## src/rtl/core/dlps_div.sv

```systemverilog
// ----------------------------------------------------------------------------
// dlps_div
// Restoring unsigned divider, one quotient bit per cycle.
// ----------------------------------------------------------------------------
module dlps_div #(
  parameter int DW = 30,
  parameter int VW = 12
) (
  input  logic          clk,
  input  logic          rst,
  input  logic          start,
  input  logic [DW-1:0] dividend,
  input  logic [VW-1:0] divisor,
  output logic          busy,
  output logic          done,
  output logic [DW-1:0] quotient,
  output logic [VW-1:0] remainder
);

  localparam int CW = $clog2(DW + 1);

  logic          run;
  logic [CW-1:0] cnt;
  logic [VW-1:0] dvs;
  logic [VW:0]   partial;
  logic [VW:0]   diff;
  logic          fits;

  assign partial = {remainder, quotient[DW-1]};
  assign diff    = partial - {1'b0, dvs};
  assign fits    = partial >= {1'b0, dvs};
  assign busy    = run;

  always_ff @(posedge clk) begin
    if (rst) begin
      run  <= 1'b0;
      done <= 1'b0;
      cnt  <= '0;
    end else begin
      done <= run && (cnt == CW'(1));
      if (start) begin
        run       <= 1'b1;
        cnt       <= CW'(DW);
        quotient  <= dividend;
        remainder <= '0;
        dvs       <= divisor;
      end else if (run) begin
        remainder <= fits ? diff[VW-1:0] : partial[VW-1:0];
        quotient  <= {quotient[DW-2:0], fits};
        cnt       <= cnt - CW'(1);
        if (cnt == CW'(1)) begin
          run <= 1'b0;
        end
      end
    end
  end

endmodule

```

## config.mk

```make
export PLATFORM = sky130hd
export DESIGN_NAME = dlps_div
export DESIGN_NICKNAME = d
export VERILOG_FILES = /design/src/rtl/core/dlps_div.sv
export SDC_FILE = /design/constraint.sdc
export NUM_CORES = 1
export LEC_CHECK = 0
export BUFFER_PORTS_ARGS = -buffer_cell sky130_fd_sc_hd__clkbuf_2
export CAP_MARGIN = 20
export CORE_ASPECT_RATIO = 0.7
export CORE_MARGIN = 3
export CORE_UTILIZATION = 50
export DETAILED_ROUTE_END_ITERATION = 8
export GPL_TIMING_DRIVEN = 0
export HOLD_SLACK_MARGIN = 0.05
export PLACE_DENSITY = 0.83
export REMOVE_ABC_BUFFERS = 1
export SLEW_MARGIN = 20
export SYNTH_ARGS = -nofsm -noshare
export SYNTH_HDL_FRONTEND = slang
export SYNTH_SLANG_ARGS = --single-unit
```

## constraint.sdc

```tcl
create_clock -name clk -period 7.4 [get_ports clk]
set_input_delay 1.48 -clock clk [delete_from_list [all_inputs] [get_ports clk]]
set_output_delay 1.48 -clock clk [all_outputs]
set_load 0.02 [all_outputs]
```

==> flow_summary.yaml <==
sta:
  drv_slew: 0
  fin_crit_sh: 0.441
  tightest_slew_ps: 984
  slew_headroom: 0.344
  skew_ps: 5.90
  fmax_mhz: 307
  hold_viol: 0
  setup_violations: 0
  layout_min_cycle_time_ps: 3260
  rsz0062_at_grt: "false"
  fin_tns_setup_ps: 0
detailed_routing:
  first_iter_violations: 88
  drcViolationCount: 0
  viasPerCell: 5.26
  ant_nets: 0
  vias: 2177
  dr.pass1.iters: 4
  wire_per_inst_um: 15.2
  wirelength_mm: 6.28
cells_and_area:
  syn2layout_area_growth_pct: 25.8
  final_nets: 394
  drive_gt1_frac: 0.398
  antenna_cells: 0
  final_core_util: 0.666
min_path:
  hold_path_class: "reg2reg"
clock_network:
  numCtsBuffers: 9
  cts.reportedPaths.clkPinSlew_ps: 70
  post-cts-setup-buffers: 0
  cts_tree: "done"
  hold_buffers: 0
  h-tree-depth: 3
  cts_buffer_depth: 2
  clock_latency_ps: 340
  cts_root_buf: "clkbuf_8"
  cts_resized: 0
  clock-sinks: 61
power_and_ir_drop:
  ir_worst_vdd_mv: 0.162
  powerDensity_nw_per_um2: 255
  power.leakage_nw: 1.65
synth:
  ys_seq_area_frac: 0.567
  ys_ff_latch: 61
  synth_top_area_frac: 0.522
  synth_top_area_cell: "edfxtp_1"
  synthTopCellsByArea: "edfxtp_1 (52%), mux2_2 (7.3%), ha_1 (5.6%), dfxtp_1 (4.5%), mux2_1 (3.3%)"
  avgSynthCellArea_um2: 12.9
  synthCells: 241
  syn_area_um2: 3110
  yosys_warnings: 0
  synthDistinctLibCells: 40
critical_path:
  worst-path-max-fanout: 44
  crit_chain: "buf_2 -> inv_1 -> nor2_2"
  critPathKind: "in2reg"
  crit_arrival_ps: 3230
  worstSetupStartpointType: "input pin"
  cpMaxStageDelayCell: "buf_2"
  cp.required_ps: 7370
  end_kind: "flip-flop"
  cpPeakStageDelay_ps: 730
die:
  start_util: 0.529
  die_w_um: 100
  num_rows: 23
  core-area_um2: 5870
  io_pins: 89
  die_y_um: 71.9
  die_area_um2: 7210
place:
  port_buffers: 88
  gp_congestion: 0.828
  dp.final_hpwl_mm: 4.44
global_route:
  grt_start_max_net_pins: 45
  antenna_found_initial: 0
  grt_first_pass_wirelength_mm: 10.3
  grt_pass1_vias: 2241
  globalRoute.totalOverflow: 0
  track_usage: 0.185
run_status:
  status: "completed"
flow_run:
  maxCapViolations: 0
## power by group
part	internal (W)	switching, W	leakage (nW)	total [W]
clock	0.000232	0.000131	0.119	0.000363
sequential	0.000409	0.0000152	0.574	0.000424
combinational	0.0000910	0.000117	0.957	0.000208
## state kept, by name, summed over array words and instances, names as in the netlist
signal	count
busy	1
cnt	5
done	1
dvs	12
quotient	30
remainder	12
## cell usage after synthesis, drive strengths merged
cell type / instances
a31oi: 3
or2: 1
mux2i: 10
nand3: 5
buf: 2
inv: 19
or4b: 1
xor2: 1
xnor2: 10
a21o: 1
a221oi: 1
ha: 14
edfxtp: 54
dfxtp: 7
fa: 1
o21a: 4
o31a: 1
nor2: 21
nor3b: 1
a21oi: 14
nor4b: 1
clkbuf: 6
nand2: 7
nand4: 1
nor2b: 7
o2111ai: 1
mux2: 29
nand2b: 1
or3: 1
a211oi: 3
nor3: 7
o21ai: 4
o21bai: 1
a31o: 1
## layer usage
layer / wire, µm / GRT usage / up-vias / part of all wire
li1: - / - / 1065 / -
met1: 2790 / 0.234 / 1046 / 0.44
met2: 3040 / 0.293 / 62 / 0.48
met3: 417 / 0.0807 / 4 / 0.066
met4: 34 / 0.0508 / 0 / 0.0054
met5: 0 / 0 / - / 0
## final timing paths
path | from | to | slack [ps] | cells past startpoint
setup / recovery | start | dvs[9]$_DFFE_PP_ | 4140 | 3
hold / removal | quotient[26]$_DFFE_PP_ | quotient[27]$_DFFE_PP_ | 560 | 1
setup reg to reg | remainder[0]$_SDFFCE_PP0P_ | remainder[3]$_SDFFCE_PP0P_ | 4540 | 8
hold reg to reg | quotient[26]$_DFFE_PP_ | quotient[27]$_DFFE_PP_ | 560 | 1
## logic make-up after synthesis
logic type,after synthesis,synth area share
xor gates and xnor gates,11,0.0310
buffers and inverters,27,0.0375
and+or+nand+nor,54,0.0862
adders and majority gates,15,0.0629
AOI/OAI and AO/OA,34,0.0778
muxes,39,0.137
DFF,61,0.567
## worst max-delay path, delay by kind of cell
family | cells | cell delay, ps
simple gates | 1 | 660
buf+inv | 2 | 1060
## metrics by stage
step | total power, W | cell area, µm² | instances | setup WS, ps | hold WS, ps
floorplan | 0.000573 | 3060 | 233 | 3640 | 524
global placement | 0.000626 | 3590 | 396 | 1840 | 533
detailed placement | 0.000639 | 3660 | 398 | 3640 | 545
CTS | 0.00100 | 3910 | 414 | 4010 | 564
global route | 0.00105 | 3910 | 414 | 3980 | 582
finish | 0.000995 | 3910 | 414 | 4140 | 560
## cell type report
type                    instances  area, µm²
fillers                       473       1960
flip-flops and latches         61       1760
multi-input cells             153       1240
repair buffers                 90        495
clock buffers                  10        138
clock inverters                 6        110
well taps                      75       93.8
inverters                      19       71.3
## cells in the final DEF (no fill, tap or decap), types with 2 or more instances in the layout
cell,instances
o21ai_0,3
nor2_1,19
a21oi_2,2
mux2i_1,10
a211oi_2,2
ha_1,14
mux2_2,20
o21a_1,4
a31oi_1,2
clkbuf_8,10
clkinvlp_4,2
a21oi_1,12
edfxtp_1,54
nand2_1,7
dfxtp_1,7
buf_16,2
xnor2_1,10
inv_1,19
clkbuf_2,87
nand3_1,5
mux2_1,9
bufinv_16,3
nor3_1,7
nor2b_1,6
Note: power is estimated with default switching activity, not from simulation.
