`src/rtl/core/dlps_pkg.sv`:
```
// ----------------------------------------------------------------------------
// dlps_pkg
// Shared types and constants of the delay line pitch shifter.
// ----------------------------------------------------------------------------
package dlps_pkg;

  localparam int SAMPLE_W    = 16;
  localparam int FRAC_BITS   = 16;
  localparam int EDGE_MARGIN = 12;
  localparam int ACC_W       = 64;

  localparam int RATE_W = 18;
  localparam int MIX_W  = 17;
  localparam int WRAP_W = 12;
  localparam int HALF_W = 11;

  localparam int CFG_INDEX_W = 2;
  localparam int CFG_DATA_W  = 18;

  typedef logic signed [SAMPLE_W-1:0] sample_t;
  typedef logic [CFG_INDEX_W-1:0]     cfg_index_t;
  typedef logic [CFG_DATA_W-1:0]      cfg_data_t;

  localparam cfg_index_t REG_SHIFT_RATE  = 2'd0;
  localparam cfg_index_t REG_EFFECT_MIX  = 2'd1;
  localparam cfg_index_t REG_WRAP_LENGTH = 2'd2;
  localparam cfg_index_t REG_HALF_LENGTH = 2'd3;

  localparam logic signed [ACC_W-1:0] HALF_Q16 = 64'sh0000_0000_0000_8000;
  localparam logic signed [ACC_W-1:0] HALF_Q32 = 64'sh0000_0000_8000_0000;

endpackage

```
`src/rtl/core/dlps_mac.sv`:
```
// ----------------------------------------------------------------------------
// dlps_mac
// Shift-add multiply-accumulate: acc = init + mcand * mplier, one multiplier
// bit per cycle, finishing as soon as the remaining multiplier bits are zero.
// ----------------------------------------------------------------------------
module dlps_mac #(
  parameter int MW = 30
) (
  input  logic                               clk,
  input  logic                               rst,
  input  logic                               start,
  input  logic signed [dlps_pkg::ACC_W-1:0]  acc_init,
  input  logic signed [dlps_pkg::ACC_W-1:0]  mcand,
  input  logic [MW-1:0]                      mplier,
  output logic                               busy,
  output logic                               done,
  output logic signed [dlps_pkg::ACC_W-1:0]  acc
);

  import dlps_pkg::*;

  logic                    run;
  logic signed [ACC_W-1:0] mc;
  logic [MW-1:0]           mp;

  assign busy = run;

  always_ff @(posedge clk) begin
    if (rst) begin
      run  <= 1'b0;
      done <= 1'b0;
    end else begin
      done <= run && (mp == '0);
      if (start) begin
        run <= 1'b1;
        acc <= acc_init;
        mc  <= mcand;
        mp  <= mplier;
      end else if (run) begin
        if (mp == '0) begin
          run <= 1'b0;
        end else begin
          if (mp[0]) begin
            acc <= acc + mc;
          end
          mc <= mc <<< 1;
          mp <= mp >> 1;
        end
      end
    end
  end

endmodule
```
`config.mk`:
```
export PLATFORM = sky130hd
export DESIGN_NAME = dlps_mac
export DESIGN_NICKNAME = d
export VERILOG_FILES = /design/src/rtl/core/dlps_pkg.sv /design/src/rtl/core/dlps_mac.sv
export SDC_FILE = /design/constraint.sdc
export NUM_CORES = 1
export LEC_CHECK = 0
export BUFFER_PORTS_ARGS = -buffer_cell sky130_fd_sc_hd__buf_2
export CAP_MARGIN = 20
export CORE_MARGIN = 3
export CORE_UTILIZATION = 60
export DETAILED_ROUTE_END_ITERATION = 8
export GPL_TIMING_DRIVEN = 0
export PLACE_DENSITY = 0.89
export REMOVE_ABC_BUFFERS = 1
export SYNTH_ARGS = -nofsm -noshare
export SYNTH_HDL_FRONTEND = slang
export SYNTH_SLANG_ARGS = --single-unit
export TNS_END_PERCENT = 20
```
`constraint.sdc`:
```
create_clock -name clk -period 14.5 [get_ports clk]
set_clock_uncertainty 0.15 [all_clocks]
set_input_delay 2.9 -clock clk [delete_from_list [all_inputs] [get_ports clk]]
set_output_delay 2.9 -clock clk [all_outputs]
set_load 0.02 [all_outputs]
```
==> impl_metrics.csv, run 1 <==
group,metric,value,unit
placed_design,gp_congestion,0.899,
critical_path,path_class,"in -> reg",
critical_path,cp.arrival,5.85,ns
layout,n_antenna_cell,0,
routing,wl,25.8,mm
clock_tree,htree_num_levels,4,
clock_tree,cts_buffer_depth,2,
timing,finalSetupViolCount,0,
timing,finalWorstSetupSlack,8.62,ns
synth,ys_types,70,
critical_path,cp_common_cell,"buf_12",
synth,synth_edf_count,158,
critical_path,end_kind,"register",
routing,vias_per_cell,6.08,
floorplanning,initial_core_util,62.1,%
critical_path,cp_max_fo,121,
floorplanning,die_h,138,um
clock_tree,postCtsHoldBufs,0,
timing,hold_viol,0,
clock_tree,cts_root_buffer,"clkbuf_16",
power,ir_drop,0.0854,mV
synth,ys_seq_area_share,46.0,%
critical_path,max_stage_delay,0.52,ns
timing,layout_min_cycle_time,5.88,ns
routing,wl_per_cell,18.3,um
synth,yosys.area.top_type_share,45.6,%
floorplanning,rows,47,
routing,drc,0,
global_route,grt_max_degree,122,
clock_tree,postCtsSetupBuffers,0,
clock_tree,cts_resized,0,
layout,final_util,73.5,%
layout,num-fill-cells,1169,
timing,rsz0062_at_grt,"false",
routing,firstDrtPassIters,6,
layout,area_growth,18.4,%
hold_path,hold_class,"reg -> reg",
synth,synth_warnings,0,
placed_design,hpwl,19.0,mm
clock_tree,cts_tree,"done",
floorplanning,die_x,138,um
routing,ant_nets,0,
timing,min_period_over_period,40.6,%
placed_design,post-place-ws,8.10,ns
clock_tree,path_clk_slew,0.07,ns
global_route,grtUsageTotal,27.0,%
routing,first_iter_violations,595,
synth,async_flop_share,0,%
power,p_total,0.00139,W
critical_path,cp.required,14.47,ns
status,outcome,"complete, no violations",
global_route,grt_pass1_vias,8436,
placed_design,portBuffers,226,
timing,fmaxAchievable,170,MHz
timing,worst_pin_slew,0.685,ns
clock_tree,cts_sinks,160,
global_route,antenna_found_initial,2,
timing,relSlewSlack,53.9,%
routing,vias,8546,
critical_path,worstSetupStartpointType,"input port",
global_route,grt_pass1_wl,40.6,mm
global_route,grt.overflow.total,0,
synth,syn_area,0.0104,sq mm
floorplanning,die_area,0.0190,sq mm
flow_run,cap_violations,0,
layout,drive_above_1_share,32.0,%
critical_path,crit_slowest_cell,"nor2_4",
floorplanning,core,0.0168,sq mm
synth,yosysTopAreaCell,"edfxtp_1",
synth,ys_seq_elements,160,
clock_tree,clk-insertion-delay-late,0.43,ns
synth,netlist_top_cells_count,"158 x edfxtp_1, 108 x nand2_1, 94 x mux2_2, 81 x o21ai_0, 77 x a21oi_1",
clock_tree,cts_buffers,17,
power,power.density,113,mW/mm^2
synth,synth_most_common_cell,"edfxtp_1",
floorplanning,num_io_pins,227,
timing,slew_violations,0,
layout,fin_nets,1398,
synth,avgSynthCellArea,10.7,sq um
synth,synthFlopType,"edfxtp_1",
power,p_leak,5.00,nW
synth,synthTopCellsByArea,"edfxtp_1 46%, mux2_2 10%, ha_1 7.6%",
critical_path,path_cells,"buf_8, buf_16, a21oi_1, nor2_4, buf_12, buf_12, o21a_4, buf_12",
synth,syn_inst,973,
timing,finalSetupTns,0,ns
critical path, delay by kind of cell:
kind,cells,cell delay [ns]
buffers and inverters,5,1.62
AOI/OAI and AO/OA,2,0.65
and+or+nand+nor,1,0.52
layout make-up:
type / count / area [sq um] / area share (%)
clock buffers: 17 / 425 / 3.45
well taps: 220 / 275 / 2.23
repair buffers: 231 / 1250 / 10.1
multi-input cells: 740 / 5340 / 43.4
clock inverters: 15 / 160 / 1.30
inverters: 23 / 86.3 / 0.701
flip-flops and latches: 160 / 4780 / 38.8
final timing paths:
kind	startpoint	to	slack [ns]	cells after the start
worst max register to register	acc[11]$_DFFE_PP_	acc[49]$_DFFE_PP_	10.64	11
worst max-delay path	start	acc[35]$_DFFE_PP_	8.62	8
worst min register to register	busy$_SDFF_PP0_	done$_SDFF_PP0_	0.35	1
worst min-delay path	busy$_SDFF_PP0_	done$_SDFF_PP0_	0.35	1
where the power goes:
part           total (W)  switching, W  internal, W
Sequential      0.000577     0.0000198     0.000557
Combinational   0.000371      0.000216     0.000155
Clock           0.000445      0.000214     0.000231
Total            0.00139      0.000449     0.000943
through the flow:
step                      hold WS (ns)  instance area [sq um]  instances
after floorplan                  0.402                  10200        923
after global placement           0.326                  11600       1369
after detailed placement         0.331                  11700       1374
after CTS                        0.349                  12300       1406
after global routing             0.360                  12300       1406
final                            0.351                  12300       1406
cell families (layout without fill, tap and decap cells):
logic type	count (synthesis)	after routing	share of synthesized area, %
AOI/OAI and AO/OA	288	288	17.6
and+or+nand+nor	236	236	10.8
DFF	160	160	46.0
muxes	96	96	10.4
buffers and inverters	73	286	2.81
adders and majority gates	64	64	7.77
xor gates and xnor gates	56	56	4.71
layout by cell type (no fill, tap or decap), types with 17 or more instances in the layout:
master	synthesis	final
inv_1	23	23
nand4_1	20	20
xnor2_1	36	36
edfxtp_1	158	158
o21ai_0	81	81
ha_1	63	63
clkbuf_16	0	17
mux2_2	94	94
o21bai_1	23	23
a21o_1	32	32
nor2_1	39	38
a21oi_1	77	77
xor2_1	20	20
buf_2	5	225
nand2_1	108	108
metal layers:
| metal | vias to the layer above | share of wire (%) | track usage [%] |
|---|---|---|---|
| met5 | - | 0.070 | 0 |
| met4 | 4 | 2.4 | 10.1 |
| met3 | 58 | 8.3 | 6.25 |
| met2 | 396 | 49 | 44.9 |
| met1 | 3997 | 41 | 34.6 |
| li1 | 4091 | - | - |
registers in the layout, indices dropped and copies added (netlist names):
| signal | cells |
|---|---|
| done | 1 |
| mc | 64 |
| mp | 30 |
| busy | 1 |
| acc | 64 |
No activity file was read; power rests on OpenSTA's default activity.
==> run 2: changes to the inputs <==
ABC_AREA = 1   (was unset)
CORE_UTILIZATION = 52   (was 60)
PLACE_DENSITY = 0.8   (was 0.89)
clock period = 4.8 ns   (was 14.5 ns; I/O delays follow)
==> impl_metrics.csv, run 2 <==
group,metric,value,unit
layout,drive_above_1_share,14.9,%
synth,yosys.area.top_type_share,37.7,%
power,p_leak,8.06,nW
critical_path,cp_max_fo,127,
global_route,grtUsageTotal,29.5,%
hold_path,hold_class,"reg -> reg",
clock_tree,path_clk_slew,0.08,ns
critical_path,cp_common_cell,"buf_16",
clock_tree,htree_num_levels,4,
layout,area_growth,17.1,%
synth,synth_compound_area_share,3.80,%
clock_tree,cts_buffer_depth,2,
floorplanning,die_area,0.0261,sq mm
routing,drc,0,
clock_tree,cts_root_buffer,"clkbuf_16",
critical_path,max_stage_delay,0.91,ns
critical_path,cp.required,4.78,ns
critical_path,end_kind,"register",
timing,finalSetupViolCount,0,
critical_path,worst-path-buf-inv,5,
global_route,antenna_found_initial,0,
clock_tree,postCtsSetupBuffers,0,
floorplanning,die_h,162,um
power,ir_drop,0.285,mV
flow_run,cap_violations,0,
critical_path,reg2reg_slack,1.87,ns
critical_path,path_cells,"buf_6, buf_16, clkinv_4, a21oi_4, buf_16, buf_12",
synth,synthAdderAreaFrac,6.43,%
synth,synth_mux_area_share,0,%
layout,fin_nets,2354,
synth,syn_area,0.0126,sq mm
layout,fin_cells,2461,
critical_path,critPathTopFamily,"buffers and inverters",
global_route,grt_pass1_wl,60.5,mm
layout,regArea,0.00478,sq mm
critical_path,worstSetupStartpointType,"input port",
synth,synth_top_family_by_area,"simple AND/OR/NAND/NOR gates",
routing,vias_per_cell,4.98,
synth,syn_inst,1913,
timing,min_period_over_period,86.6,%
routing,first_iter_violations,989,
critical_path,cp.arrival,4.14,ns
synth,synth-simple-area-share,39.3,%
synth,ys_seq_elements,160,
synth,async_flop_share,0,%
clock_tree,clk-insertion-delay-late,0.44,ns
floorplanning,die_x,162,um
clock_tree,cts_sinks,160,
layout,final_cell_mix,"934 x nand2_1, 322 x inv_1, 225 x buf_2",
global_route,grt_max_degree,128,
layout,layout_commonest_cell,"nand2_1",
timing,worst_pin_slew,0.990,ns
layout,reg_top3,"acc (64), mc (64), mp (30)",
synth,synthTopCellsByArea,"edfxtp_1 38%, nand2_1 28%, inv_1 9.6%",
placed_design,portBuffers,226,
layout,n_antenna_cell,0,
synth,netlist_top_cells_count,"934 x nand2_1, 322 x inv_1, 158 x edfxtp_1, 107 x nor2_1, 82 x nand3_1",
critical_path,path_class,"in -> reg",
timing,fin_hold_ws,0.400,ns
placed_design,gp_congestion,0.971,
power,power.density,307,mW/mm^2
floorplanning,initial_core_util,53.3,%
placed_design,hpwl,30.9,mm
global_route,grt_pass1_vias,11800,
global_route,grt.overflow.total,0,
synth,synth-xor-area-share,1.60,%
floorplanning,num_io_pins,227,
timing,rsz0062_at_grt,"false",
synth,synth_warnings,0,
clock_tree,postCtsHoldBufs,0,
clock_tree,cts_resized,0,
routing,wl_per_cell,15.6,um
synth,avgSynthCellArea,6.58,sq um
routing,firstDrtPassIters,5,
synth,ys_types,31,
critical_path,crit_slowest_cell,"a21oi_4",
layout,multiInputGateArea,0.00645,sq mm
layout,num-fill-cells,2283,
synth,synth_edf_count,158,
synth,synth_most_common_cell,"nand2_1",
routing,ant_nets,0,
timing,fmaxAchievable,241,MHz
status,outcome,"complete, no violations",
timing,hold_viol,0,
floorplanning,rows,56,
layout,final_util,62.4,%
clock_tree,cts_tree,"done",
timing,relSlewSlack,34.0,%
timing,slew_violations,0,
synth,synthFlopType,"edfxtp_1",
clock_tree,cts_buffers,17,
routing,vias,12300,
floorplanning,core,0.0236,sq mm
timing,layout_min_cycle_time,4.16,ns
placed_design,place_inst,2429,
synth,ys_seq_area_share,38.0,%
synth,yosysTopAreaCell,"edfxtp_1",
routing,wl,38.3,mm
-- run 2: changes by cell type in the layout (fill, tap and decap cells not counted), sizes merged, moves of 15 or more --
cell,delta
o21bai,-20
inv,+299
xnor2,-15
a21o,-32
nand3,+78
a21oi,-31
xor2,-18
nor2,+82
mux2,-94
o21ai,-50
nand2,+838
-- run 2: metrics by stage --
| step | setup WS [ns] | total power [W] | area (sq um) | TNS, ns |
|---|---|---|---|---|
| after floorplan | -3.88 | 0.00267 | 12400 | -364.54 |
| after global placement | -11.19 | 0.00311 | 14000 | -1715.21 |
| after detailed placement | 0.226 | 0.00312 | 14100 | 0 |
| after CTS | 0.695 | 0.00453 | 14700 | 0 |
| after global routing | 0.407 | 0.00478 | 14700 | 0 |
| final | 0.643 | 0.00453 | 14700 | 0 |
-- run 2: worst min-delay path, cell delays in order, from the launching register on --
cell	delay, ns
edfxtp_1	0.35
nand2_1	0.05
nand2_1	0.05
-- run 2: area by class of cell --
| type | count | area share, % |
|---|---|---|
| multi-input cells | 1391 | 43.8 |
| clock buffers | 17 | 2.89 |
| well taps | 319 | 2.71 |
| repair buffers | 232 | 8.64 |
| clock inverters | 15 | 1.17 |
| inverters | 327 | 8.36 |
| flip-flops and latches | 160 | 32.5 |
-- run 2: worst paths after layout --
path | endpoint | depth (start not counted) | from
max | mc[14]$_DFFE_PP_ | 6 | start
max reg2reg | acc[46]$_DFFE_PP_ | 14 | acc[0]$_DFFE_PP_
min | mc[8]$_DFFE_PP_ | 2 | mc[7]$_DFFE_PP_
min reg2reg | mc[8]$_DFFE_PP_ | 2 | mc[7]$_DFFE_PP_
-- run 2: cell families after synthesis --
kind of cell	count (synthesis)
AO/OA/AOI/OAI	94
XOR/XNOR	23
adder cells (fa/ha/maj)	64
buffers and inverters	362
flip-flops	160
AND/OR/NAND/NOR	1210
-- run 2: power breakdown --
group,leakage (nW),internal (W),switching (W)
logic,6.25,0.000455,0.000918
registers,1.53,0.00168,0.0000577
clock network,0.285,0.000744,0.000674
-- run 2: per-layer routing --
| metal | up-vias | part of all wire (%) | track usage, % |
|---|---|---|---|
| met1 | 5455 | 46 | 41.7 |
| met2 | 426 | 44 | 46.6 |
| li1 | 6329 | - | - |
| met4 | 0 | 1.7 | 6.57 |
| met3 | 44 | 8.1 | 6.69 |
| met5 | - | 0 | 0 |
